## src/rtl/resource_range_validator_macros.svh

```systemverilog
// Assertion macros for the resource range validator
`ifndef RESOURCE_RANGE_VALIDATOR_MACROS_SVH
`define RESOURCE_RANGE_VALIDATOR_MACROS_SVH
// Implication checked on every rising clock edge outside reset
`define RRV_ASSERT_IMP(label, clk, rst_n, ante, cons, msg) \
    label: assert property (@(posedge clk) disable iff (!rst_n) (ante) |-> (cons)) \
        else $error(msg);
// Next-cycle implication checked outside reset
`define RRV_ASSERT_NEXT(label, clk, rst_n, ante, cons, msg) \
    label: assert property (@(posedge clk) disable iff (!rst_n) (ante) |=> (cons)) \
        else $error(msg);
`endif

```

## src/rtl/rrv_pkg.sv

```systemverilog
// Shared types and constants of the resource range validator
package rrv_pkg;
    localparam int ENTRY_DEPTH = 256;
    localparam int GROUP_DEPTH = 64;
    localparam int EA_W = $clog2(ENTRY_DEPTH);
    localparam int EC_W = $clog2(ENTRY_DEPTH + 1);
    localparam int GA_W = (GROUP_DEPTH > 1) ? $clog2(GROUP_DEPTH) : 1;
    localparam int GC_W = $clog2(GROUP_DEPTH + 1);
    localparam logic [7:0] ALL_HOSTS_RESET = 8'd128;
    localparam int PADDR_W = 1;
    localparam logic [PADDR_W-1:0] REG_ALL_HOSTS = 1'b0;

    typedef enum logic [1:0] {
        ST_OK       = 2'd0,
        ST_NOT_ASSN = 2'd1,
        ST_OVERFLOW = 2'd2
    } status_t;

    typedef struct packed {
        logic        op;
        logic [15:0] utype;
        logic [7:0]  host;
        logic [15:0] rsrc_idx;
        logic [15:0] entry_start;
        logic [15:0] entry_num;
    } req_t;

    typedef struct packed {
        logic [1:0]  status;
        logic [15:0] prim_base;
        logic [15:0] prim_count;
        logic [15:0] sec_base;
        logic [15:0] sec_count;
    } rsp_t;

    // controller to datapath
    typedef struct packed {
        logic load_req;    // capture input item
        logic do_store;    // write entry / group
        logic set_ovf;     // refuse the load
        logic srch_init;   // start group search for the current host
        logic srch_step;   // probe group at midpoint
        logic scan_init;   // start walking the found group
        logic scan_rd;     // issue entry read
        logic scan_eval;   // evaluate read entry
        logic save_prim;   // keep requester ranges
        logic use_all;     // next pass uses all_hosts_id
        logic set_result;  // load output register
        logic res_ok;      // result status select
        logic res_ovf;
    } cmd_t;

    // datapath to controller
    typedef struct packed {
        logic is_query;
        logic refuse;       // load would overflow
        logic srch_done;
        logic srch_found;
        logic scan_done;
        logic hit;          // index inside current ranges
    } sts_t;
endpackage

```

## src/rtl/rrv_ctrl.sv

```systemverilog
// Sequencing state machine of the validator
module rrv_ctrl import rrv_pkg::*; (
    input  logic clk,
    input  logic rst_n,
    input  logic in_valid,
    output logic in_ready,
    output logic out_valid,
    input  logic out_ready,
    input  sts_t sts,
    output cmd_t cmd
);
    typedef enum logic [3:0] {
        S_IDLE, S_DECODE, S_SRCH, S_SCAN_RD, S_SCAN_EV, S_CHECK, S_OUT
    } state_t;

    state_t state_reg, state_next;
    logic   pass_reg, pass_next;       // 0 requester pass, 1 all-hosts pass
    logic   ovalid_reg, ovalid_next;

    assign out_valid = ovalid_reg;
    assign in_ready  = (state_reg == S_IDLE) && (!ovalid_reg || out_ready);

    always_comb
    begin
        cmd         = '0;
        state_next  = state_reg;
        pass_next   = pass_reg;
        ovalid_next = ovalid_reg;
        if (ovalid_reg && out_ready)
        begin
            ovalid_next = 1'b0;
        end
        unique case (state_reg)
            S_IDLE:
            begin
                if (in_valid && in_ready)
                begin
                    cmd.load_req = 1'b1;
                    state_next   = S_DECODE;
                end
            end
            S_DECODE:
            begin
                if (!sts.is_query)
                begin
                    // answer from the table state before this load
                    cmd.do_store   = !sts.refuse;
                    cmd.set_ovf    = sts.refuse;
                    cmd.set_result = 1'b1;
                    cmd.res_ok     = !sts.refuse;
                    cmd.res_ovf    = sts.refuse;
                    state_next     = S_OUT;
                end
                else
                begin
                    cmd.srch_init = 1'b1;
                    pass_next     = 1'b0;
                    state_next    = S_SRCH;
                end
            end
            S_SRCH:
            begin
                if (sts.srch_done)
                begin
                    if (sts.srch_found)
                    begin
                        cmd.scan_init = 1'b1;
                        state_next    = S_SCAN_RD;
                    end
                    else
                    begin
                        state_next = S_CHECK;
                    end
                end
                else
                begin
                    cmd.srch_step = 1'b1;
                end
            end
            S_SCAN_RD:
            begin
                if (sts.scan_done)
                begin
                    state_next = S_CHECK;
                end
                else
                begin
                    cmd.scan_rd = 1'b1;
                    state_next  = S_SCAN_EV;
                end
            end
            S_SCAN_EV:
            begin
                cmd.scan_eval = 1'b1;
                state_next    = S_SCAN_RD;
            end
            S_CHECK:
            begin
                if (!pass_reg)
                begin
                    cmd.save_prim = 1'b1;
                end
                // drop to all-hosts pass on a miss in the requester pass
                if (sts.hit || pass_reg)
                begin
                    cmd.res_ok = sts.hit;
                    state_next = S_OUT;
                    cmd.set_result = 1'b1;
                end
                else
                begin
                    cmd.use_all   = 1'b1;
                    cmd.srch_init = 1'b1;
                    pass_next     = 1'b1;
                    state_next    = S_SRCH;
                end
            end
            S_OUT:
            begin
                ovalid_next = 1'b1;
                state_next  = S_IDLE;
            end
            default:
            begin
                state_next = S_IDLE;
            end
        endcase
    end

    // hold state, pass and output valid
    always_ff @(posedge clk or negedge rst_n)
    begin
        if (!rst_n)
        begin
            state_reg  <= S_IDLE;
            pass_reg   <= 1'b0;
            ovalid_reg <= 1'b0;
        end
        else
        begin
            state_reg  <= state_next;
            pass_reg   <= pass_next;
            ovalid_reg <= ovalid_next;
        end
    end
endmodule

```

## config.mk

```make
export PLATFORM = sky130hd
export DESIGN_NAME = rrv_ctrl
export DESIGN_NICKNAME = d
export VERILOG_FILES = /design/src/rtl/resource_range_validator_macros.svh /design/src/rtl/rrv_pkg.sv /design/src/rtl/rrv_ctrl.sv
export SDC_FILE = /design/constraint.sdc
export NUM_CORES = 1
export LEC_CHECK = 0
export ABC_AREA = 1
export CAP_MARGIN = 20
export CORE_AREA = 10 10 47 49
export CTS_CLUSTER_SIZE = 24
export DETAILED_ROUTE_END_ITERATION = 6
export DIE_AREA = 0 0 57 59
export DONT_BUFFER_PORTS = 1
export PLACE_DENSITY = 0.51
export SETUP_SLACK_MARGIN = 0.05
export SYNTH_ARGS = -nofsm -noshare
export SYNTH_HDL_FRONTEND = slang
export SYNTH_SLANG_ARGS = --single-unit
```

## constraint.sdc

```tcl
create_clock -name clk -period 1.5 [get_ports clk]
set_clock_uncertainty 0.1 [all_clocks]
set_input_delay 0.3 -clock clk [delete_from_list [all_inputs] [get_ports clk]]
set_output_delay 0.3 -clock clk [all_outputs]
set_load 0.005 [all_outputs]
```

* Word-level counts from Yosys, hierarchy flattened
Index checks and enable logic that the tools add are counted.
** Word-level totals
- Register bits :: 6
- Input port bits :: 10
- Output and inout port bits :: 15
- Logic and storage cells :: 57
** Operators by class
- Eq/ne operators :: 10
- Multiplexer cells :: 32
- Reductions and logical operators :: 12
** Operators with widths (count)
- 4-bit one-hot mux with 6 select lines :: 1
- 1-bit 2-to-1 mux :: 17
- 4-bit by 3-bit == test with 1-bit output, second input constant :: 3
- 3-bit 2-to-1 mux :: 4
- 2-bit 2-to-1 mux :: 5
- 4-bit by 2-bit == test with 1-bit output, second input constant :: 2
- 4-bit 2-to-1 mux :: 2
- 2-bit != test, second input constant :: 3
- 4-bit by 1-bit == test with 1-bit output, second input constant :: 1
- 4-bit zero test :: 1
- 1-bit one-hot mux with 2 select lines :: 2
- 2-bit one-hot mux with 2 select lines :: 1
- 2-bit nonzero test :: 2
- 1-bit logical AND :: 3
- 3-bit AND reduction :: 1
- 1-bit zero test :: 2
- 1-bit logical OR :: 2
- 2-bit by 1-bit != test with 1-bit output, second input constant :: 1
- 2-bit AND reduction :: 1

* Depth between registers and ports, before layout
Gate-level depths: netlist (run 1).
- Word-level depth :: 6
- Depth in mapped cells :: 6
- Depth with buffers taken out :: 6

* Worst setup path after synthesis (run 1)
No wires, ideal clock.
- Path kind :: reg2out
- Start point :: reg state_reg[1]
- End point :: out cmd[10] (netlist name)
- Arrival :: 0.968 ns
- Data required time :: 1.100 ns
- Path slack :: 0.132 ns
- Stages on the path, launching flop included :: 5
- Buffers on the path :: 1
- Cells stage by stage :: dfrtp_1 -> nor2_4 -> nand2_1 -> nor2_1 -> buf_4
** RTL lines
- start, declared :: line rrv_ctrl.sv:16 : state_t state_reg, state_next;
- start signal, assigned :: line rrv_ctrl.sv:141 : state_reg <= state_next;
- end, declared :: line rrv_ctrl.sv:10 : output cmd_t cmd

==> impl_metrics.py, run 1 <==
metrics = {
    "run_status": {
        "status": "finished, violations left",
        "violations": "setup timing",
    },
    "layout": {
        "syn2layout_area_growth_pct": 36.6,
        "fin_util_pct": 41.0,
        "drive_gt1_share_pct": 49.3,
        "layout.cells.non_filler": 89,
        "antenna_cells": 0,
        "largest_reg_flops": 3,
        "final_area_um2": 574,
        "nets": 84,
        "nFillCells": 152,
    },
    "routing": {
        "drt_wl_total_um": 1190,
        "drtIter0Drc": 2,
        "drc": 0,
        "routedWlPerCell_um": 13.3,
        "ant_nets": 0,
        "firstDrtPassIters": 2,
        "viasPerCell": 4.67,
        "vias": 416,
    },
    "sta": {
        "finalSetupViolCount": 10,
        "post-route-period-util_pct": 105,
        "max_freq_ghz": 0.635,
        "hold_viol": 0,
        "rsz0062_at_grt": "true",
        "period_needed_ns": 1.57,
        "slew_headroom_pct": 74.2,
        "drv_slew": 0,
        "fin_ws_ns": -0.0748,
        "worst_pin_slew_ns": 0.386,
    },
    "setup_path": {
        "r2r_start": "state_reg[0]",
        "cp.required_ns": 1.10,
        "ff2ff_path_depth": 6,
        "worstSetupEndpointType": "primary output",
        "r2r_slack_ns": 0.25,
        "cp_slowest_stage_delay_ns": 0.43,
        "crit_fanout": 3,
        "setup.worst_path.start_class": "register",
        "slowest_stage": "dfrtp_2",
        "path_cells": "inv_2 -> nand2_2 -> nor2_4 -> inv_2 -> nor3_4",
        "worstPathArrival_ns": 1.17,
        "setup.worst_path.class": "reg -> out",
        "reg2reg_to": "state_reg[1]",
        "cp_common_cell": "inv_2",
    },
    "power": {
        "leakage_nw": 0.287,
        "powerDensity_mw_per_mm2": 1950,
        "ir_worst_vdd_mv": 1.05,
        "power_mw": 1.12,
    },
    "clock_tree": {
        "path_clk_slew_ns": 0.04,
        "cts_max_path_buffers": 2,
        "clock_latency_ns": 0.24,
        "ctsHtreeMaxLevel": 1,
        "cts_tree": "yes",
        "numClockSinks": 5,
        "cts_inserted_buffers": 3,
        "clock-root-buffer": "clkbuf_4",
    },
    "floorplan": {
        "core_mm2": 0.00140,
        "initial_core_util_pct": 30.0,
        "die_h_um": 59,
        "rows": 14,
        "dieWidth_um": 57,
        "dieArea_mm2": 0.00336,
        "io_pins": 25,
    },
    "global_routing": {
        "antenna_found_initial": 0,
        "grt_max_degree": 10,
        "grt_usage_pct": 6.96,
        "grt_pass1_wl_um": 1890,
        "grt_pass1_vias": 444,
        "overflow": 0,
    },
    "min_path": {
        "min_path_type": "in -> reg",
        "min-delay-start": "out_ready",
        "holdPathStages": 1,
        "min_to": "out_valid",
    },
    "placement": {
        "dpl_cell_area_um2": 429,
        "port_buffers": 0,
        "dp_cells": 78,
        "dp_hpwl_um": 896,
        "place_congestion": 0.812,
        "pre_cts_slack_ns": 0.107,
    },
    "synth": {
        "yosys_warnings": 0,
        "synth_cells": 63,
        "yosysTopAreaCell": "dfrtp_1",
        "yosys.area.top_type_share_pct": 29.8,
        "syn_area_per_cell_um2": 6.67,
        "netlist-cell-type-count": 20,
        "synth_seq_area_share_pct": 29.8,
        "synth_nets": 73,
        "ys_ff_latch": 5,
        "synthTopCellsByArea": "dfrtp_1 30%, nor2_1 11%, inv_1 8.9%",
        "synth_area_um2": 420,
    },
    "run": {
        "drv_cap": 0,
    },
}
kinds of logic (layout without fill, tap and decap cells):
group | after synthesis | after routing | share of synthesized area [%]
compound gates | 8 | 8 | 12.5
buf+inv | 16 | 26 | 17.0
flops | 5 | 5 | 29.8
simple gates | 34 | 34 | 40.8
cell type report:
cell class              instances  area [µm²]  area share (%)
multi-input cells              42         282            49.0
flip-flops and latches          5         128            22.2
repair buffers                  8        66.3            11.5
inverters                      14        52.6            9.15
clock buffers                   4        26.3            4.58
well taps                      16        20.0            3.49
routing by layer:
layer	part of all wire, %	global-route usage, %	wire length [µm]
met5	0	0	0
met4	0	1.01	0
met3	13	5.36	151
met2	48	11.3	572
met1	39	7.13	465
synthesized netlist by cell type:
master,count
nor2_1,12
inv_1,10
nand2_1,8
dfrtp_1,5
inv_2,4
nand2_2,3
nand3_1,3
nor2_4,2
nor3_1,2
o21ai_0,2
o21ai_2,2
o22ai_1,2
buf_4,1
buf_6,1
nand3_2,1
nand3b_1,1
nor2_2,1
o21a_1,1
o21ai_1,1
or2_1,1
worst max-delay path: cells and delay by family, from the launching register on:
family,cells,cell delay (ns)
flip-flops,1,0.43
buffers and inverters,2,0.14
AND/OR/NAND/NOR,3,0.36
where the power goes:
group | switching (mW) | leakage (nW) | internal (mW) | total, mW
Combinational | 0.393 | 0.211 | 0.285 | 0.678
Sequential | 0.0864 | 0.0614 | 0.202 | 0.288
Clock | 0.0561 | 0.0150 | 0.101 | 0.157
Total | 0.535 | 0.287 | 0.587 | 1.12
timing repair:
item,in CTS,in global routing
endpoints found under the setup margin,14,13
resized for setup,12,8
setup buffers,3,3
pin swaps,3,4
hold buffers,1,0
hold endpoints to repair,5,0
worst max path at each step:
stage	start	depth (start not counted)	to
after floorplan	state_reg[1]	4	cmd[10]
after global routing	state_reg[0]	6	cmd[9]
final	state_reg[1]	5	cmd[12]
after global placement	state_reg[1]	5	cmd[12]
after detailed placement	state_reg[1]	5	cmd[12]
after CTS	state_reg[0]	6	cmd[9]
cells in the final DEF, fill, tap and decap left out, types with 2 or more instances in the layout:
cell type and n:
nand2_1 7, nor2_1 7, dfrtp_2 2, o21ai_0 2, o21ai_2 2, nand2_4 2
nand3_1 3, inv_2 7, clkbuf_4 3, dfrtp_1 3, buf_4 6, nor2_2 3
nor2_4 5, nand2_2 2, inv_1 7
per-stage QoR:
| stage | hold slack (ns) | TNS, ns |
|---|---|---|
| 5_1_grt | 0.0596 | -1.44 |
| 2_1_floorplan | -0.0956 | 0 |
| 4_1_cts | 0.0614 | -0.506 |
| 3_5_place_dp | -0.0954 | 0 |
| 3_3_place_gp | -0.0954 | 0 |
| 6_report | 0.0657 | -0.395 |
No activity file was read; power rests on OpenSTA's default activity.
==> run 2: changes to the inputs <==
Settings changed: RECOVER_POWER set to 25, SKIP_CTS_REPAIR_TIMING set to 1.
==> impl_metrics.py, run 2 (synthesis results as in run 1) <==
metrics = {
    "global_routing": {
        "overflow": 0,
        "antenna_found_initial": 0,
        "grt_pass1_vias": 404,
        "grt_usage_pct": 6.17,
        "grt_max_degree": 10,
        "grt_pass1_wl_um": 1690,
    },
    "placement": {
        "dpl_cell_area_um2": 429,
        "place_congestion": 0.812,
        "pre_cts_slack_ns": 0.107,
        "port_buffers": 0,
        "dp_hpwl_um": 896,
    },
    "layout": {
        "final_area_um2": 578,
        "antenna_cells": 0,
        "syn2layout_area_growth_pct": 37.5,
        "fin_util_pct": 41.3,
        "layout_common_cells": "7 x inv_2, 7 x inv_1, 7 x nand2_1",
        "largest_reg_flops": 3,
        "drive_gt1_share_pct": 52.1,
        "nets": 84,
    },
    "power": {
        "power_mw": 1.18,
        "leakage_nw": 0.280,
        "ir_worst_vdd_mv": 0.879,
        "powerDensity_mw_per_mm2": 2030,
    },
    "clock_tree": {
        "cts_max_path_buffers": 2,
        "ctsHtreeMaxLevel": 1,
        "cts_tree": "yes",
        "cts_inserted_buffers": 3,
        "path_clk_slew_ns": 0.04,
        "clock-root-buffer": "clkbuf_4",
        "clock_latency_ns": 0.24,
        "numClockSinks": 5,
    },
    "routing": {
        "drtIter0Drc": 6,
        "routedWlPerCell_um": 13.9,
        "firstDrtPassIters": 4,
        "ant_nets": 0,
        "vias": 414,
        "drc": 0,
        "drt_wl_total_um": 1240,
        "viasPerCell": 4.65,
    },
    "setup_path": {
        "setup.worst_path.start_class": "register",
        "worstSetupEndpointType": "primary output",
        "cp.required_ns": 1.10,
        "ff2ff_path_depth": 7,
        "setup.worst_path.class": "reg -> out",
        "worstPathArrival_ns": 1.21,
        "crit_fanout": 4,
    },
    "min_path": {
        "holdPathStages": 1,
        "min_path_type": "in -> reg",
    },
    "floorplan": {
        "io_pins": 25,
        "dieWidth_um": 57,
        "initial_core_util_pct": 30.0,
        "rows": 14,
        "core_mm2": 0.00140,
        "die_h_um": 59,
        "dieArea_mm2": 0.00336,
    },
    "sta": {
        "fin_ws_ns": -0.108,
        "worst_pin_slew_ns": 0.292,
        "rsz0062_at_grt": "true",
        "max_freq_ghz": 0.622,
        "drv_slew": 0,
        "slew_headroom_pct": 80.4,
        "finalSetupViolCount": 8,
        "setup-tns-final_ns": -0.572,
        "hold_viol": 0,
        "post-route-period-util_pct": 107,
        "period_needed_ns": 1.61,
    },
    "run_status": {
        "status": "finished, violations left",
        "violations": "setup timing",
    },
    "run": {
        "drv_cap": 0,
    },
}
run 2: layout make-up:
class | instances | area, µm²
multi-input cells | 42 | 288
inverters | 14 | 52.6
repair buffers | 8 | 63.8
fillers | 151 | 823
clock buffers | 4 | 26.3
well taps | 16 | 20.0
flip-flops and latches | 5 | 128
run 2: report_power, final:
part | internal (mW) | leakage, nW | switching (mW)
logic | 0.311 | 0.203 | 0.428
registers | 0.202 | 0.0614 | 0.0800
clock network | 0.101 | 0.0150 | 0.0543
run 2: critical path, cell delays in order, from the launching register on:
cell and delay (ns):
dfrtp_1 0.39, buf_4 0.14, buf_6 0.12, nor2_4 0.09, nand3_2 0.10, nor2_2 0.13
run 2: routing by layer:
layer / global-route usage, % / share of wire [%]
met1: 6.51 / 39
met3: 5.15 / 14
met4: 1.01 / 0
met5: 0 / 0
met2: 9.46 / 47
run 2: path summary, 6_finish.rpt:
check | end | startpoint | slack [ns]
setup / recovery | cmd[7] | state_reg[0] | -0.11
hold / removal | out_valid | out_ready | 0.07
setup reg to reg | state_reg[1] | state_reg[0] | 0.21
hold reg to reg | pass_reg | pass_reg | 0.41
max in group asynchronous | state_reg[1] | rst_n | 0.82
min in group asynchronous | state_reg[0] | rst_n | 0.26
run 2: metrics by stage:
step,hold slack [ns],instances
final,0.0681,89
after global placement,-0.0954,78
after global routing,0.0661,89
after detailed placement,-0.0954,78
after CTS,-0.357,82
after floorplan,-0.0956,63
==> run 3: changes to the inputs <==
Settings changed: CTS_BUF_LIST set to sky130_fd_sc_hd__clkbuf_4 sky130_fd_sc_hd__clkbuf_8 sky130_fd_sc_hd__clkbuf_16.
==> impl_metrics.py, run 3 (synthesis results as in run 1) <==
metrics = {
    "floorplan": {
        "dieArea_mm2": 0.00336,
        "die_h_um": 59,
        "dieWidth_um": 57,
        "io_pins": 25,
        "core_mm2": 0.00140,
        "initial_core_util_pct": 30.0,
        "rows": 14,
    },
    "setup_path": {
        "reg2reg_to": "state_reg[1]",
        "r2r_slack_ns": 0.21,
        "cp.required_ns": 1.10,
        "crit_fanout": 4,
        "setup.worst_path.start_class": "register",
        "worstSetupEndpointType": "primary output",
        "worstPathArrival_ns": 1.21,
        "ff2ff_path_depth": 7,
        "r2r_start": "state_reg[0]",
        "setup.worst_path.class": "reg -> out",
    },
    "routing": {
        "vias": 416,
        "viasPerCell": 4.67,
        "drc": 0,
        "met3WireLength_um": 178,
        "wl_met1_um": 485,
        "ant_nets": 0,
        "routed-wl-met2_um": 571,
        "routedWlPerCell_um": 13.9,
        "top_layer": "met4",
        "firstDrtPassIters": 4,
        "drt_wl_total_um": 1240,
        "drtIter0Drc": 6,
    },
    "sta": {
        "worst_pin_slew_ns": 0.292,
        "hold_viol": 0,
        "worst_hold_slack_ns": 0.0657,
        "max_freq_ghz": 0.621,
        "slew_headroom_pct": 80.4,
        "finalSetupViolCount": 8,
        "drv_slew": 0,
        "setup-tns-final_ns": -0.588,
        "rsz0062_at_grt": "true",
        "post-route-period-util_pct": 107,
        "period_needed_ns": 1.61,
        "fin_ws_ns": -0.110,
    },
    "placement": {
        "dpl_cell_area_um2": 429,
        "pre_cts_slack_ns": 0.107,
        "dp_hpwl_um": 896,
        "dp_cells": 78,
        "port_buffers": 0,
        "place_congestion": 0.812,
    },
    "run_status": {
        "status": "finished, violations left",
        "violations": "setup timing",
    },
    "layout": {
        "layout.cells.non_filler": 89,
        "syn2layout_area_growth_pct": 38.4,
        "drive_gt1_share_pct": 53.4,
        "final_area_um2": 582,
        "antenna_cells": 0,
        "layout_common_cells": "7 x inv_2, 7 x inv_1, 7 x nand2_1",
        "largest_reg_flops": 3,
        "fin_util_pct": 41.5,
        "nets": 84,
    },
    "power": {
        "powerDensity_mw_per_mm2": 2050,
        "leakage_nw": 0.283,
        "ir_worst_vdd_mv": 1.06,
        "clkPwrFrac_pct": 14.6,
        "power_mw": 1.20,
        "intPower_uw": 631,
        "combinationalPowerShare_pct": 61.8,
        "power.switching_uw": 564,
        "seqPwrFrac_pct": 23.6,
        "swShare_pct": 47.2,
    },
    "global_routing": {
        "grt_pass1_wl_um": 1690,
        "grt_usage_pct": 6.17,
        "grt_max_degree": 10,
        "grt_pass1_vias": 403,
        "overflow": 0,
        "antenna_found_initial": 0,
    },
    "min_path": {
        "min_path_type": "in -> reg",
        "holdPathStages": 1,
        "min_to": "out_valid",
        "min-delay-start": "out_ready",
    },
    "clock_tree": {
        "cts_max_path_buffers": 2,
        "path_clk_slew_ns": 0.04,
        "cts_inserted_buffers": 3,
        "numClockSinks": 5,
        "cts_tree": "yes",
        "clock-root-buffer": "clkbuf_4",
        "clock_latency_ns": 0.24,
        "ctsHtreeMaxLevel": 1,
    },
    "run": {
        "drv_cap": 0,
    },
}
## run 3: area by class of cell
| cell class | instances | area [µm²] |
|---|---|---|
| fill | 149 | 820 |
| multi-input combinational | 42 | 288 |
| sequential | 5 | 128 |
| timing repair buffer | 8 | 63.8 |
| inverter | 14 | 52.6 |
| clock buffer | 4 | 30.0 |
| tap | 16 | 20.0 |
## run 3: worst max path at each step
stage,start,end,slack [ns],cells after the start
finish,state_reg[0],cmd[7],-0.11,5
global route,state_reg[0],cmd[9],-0.19,6
CTS,state_reg[1],cmd[12],-0.16,5
detailed placement,state_reg[1],cmd[12],0.11,5
global placement,state_reg[1],cmd[12],0.12,5
floorplan,state_reg[1],cmd[10],0.13,4
## run 3: per-layer routing
| metal | vias up | GRT usage (%) |
|---|---|---|
| met2 | 23 | 9.46 |
| met5 | - | 0 |
| met1 | 176 | 6.51 |
| met4 | 0 | 1.01 |
| met3 | 2 | 5.15 |
| li1 | 215 | - |
## run 3: critical path: stages, from the launching register on
cell and delay (ns):
dfrtp_1 0.39, buf_4 0.14, buf_6 0.12, nor2_4 0.09
nand3_2 0.10, nor2_2 0.13
## run 3: power by group through the flow
stage	logic, mW	registers, mW	clock network (mW)
2_1_floorplan	0.425	0.250	0
3_3_place_gp	0.483	0.275	0
3_5_place_dp	0.482	0.274	0
4_1_cts	0.484	0.272	0.182
5_1_grt	0.820	0.297	0.191
6_report	0.739	0.282	0.174
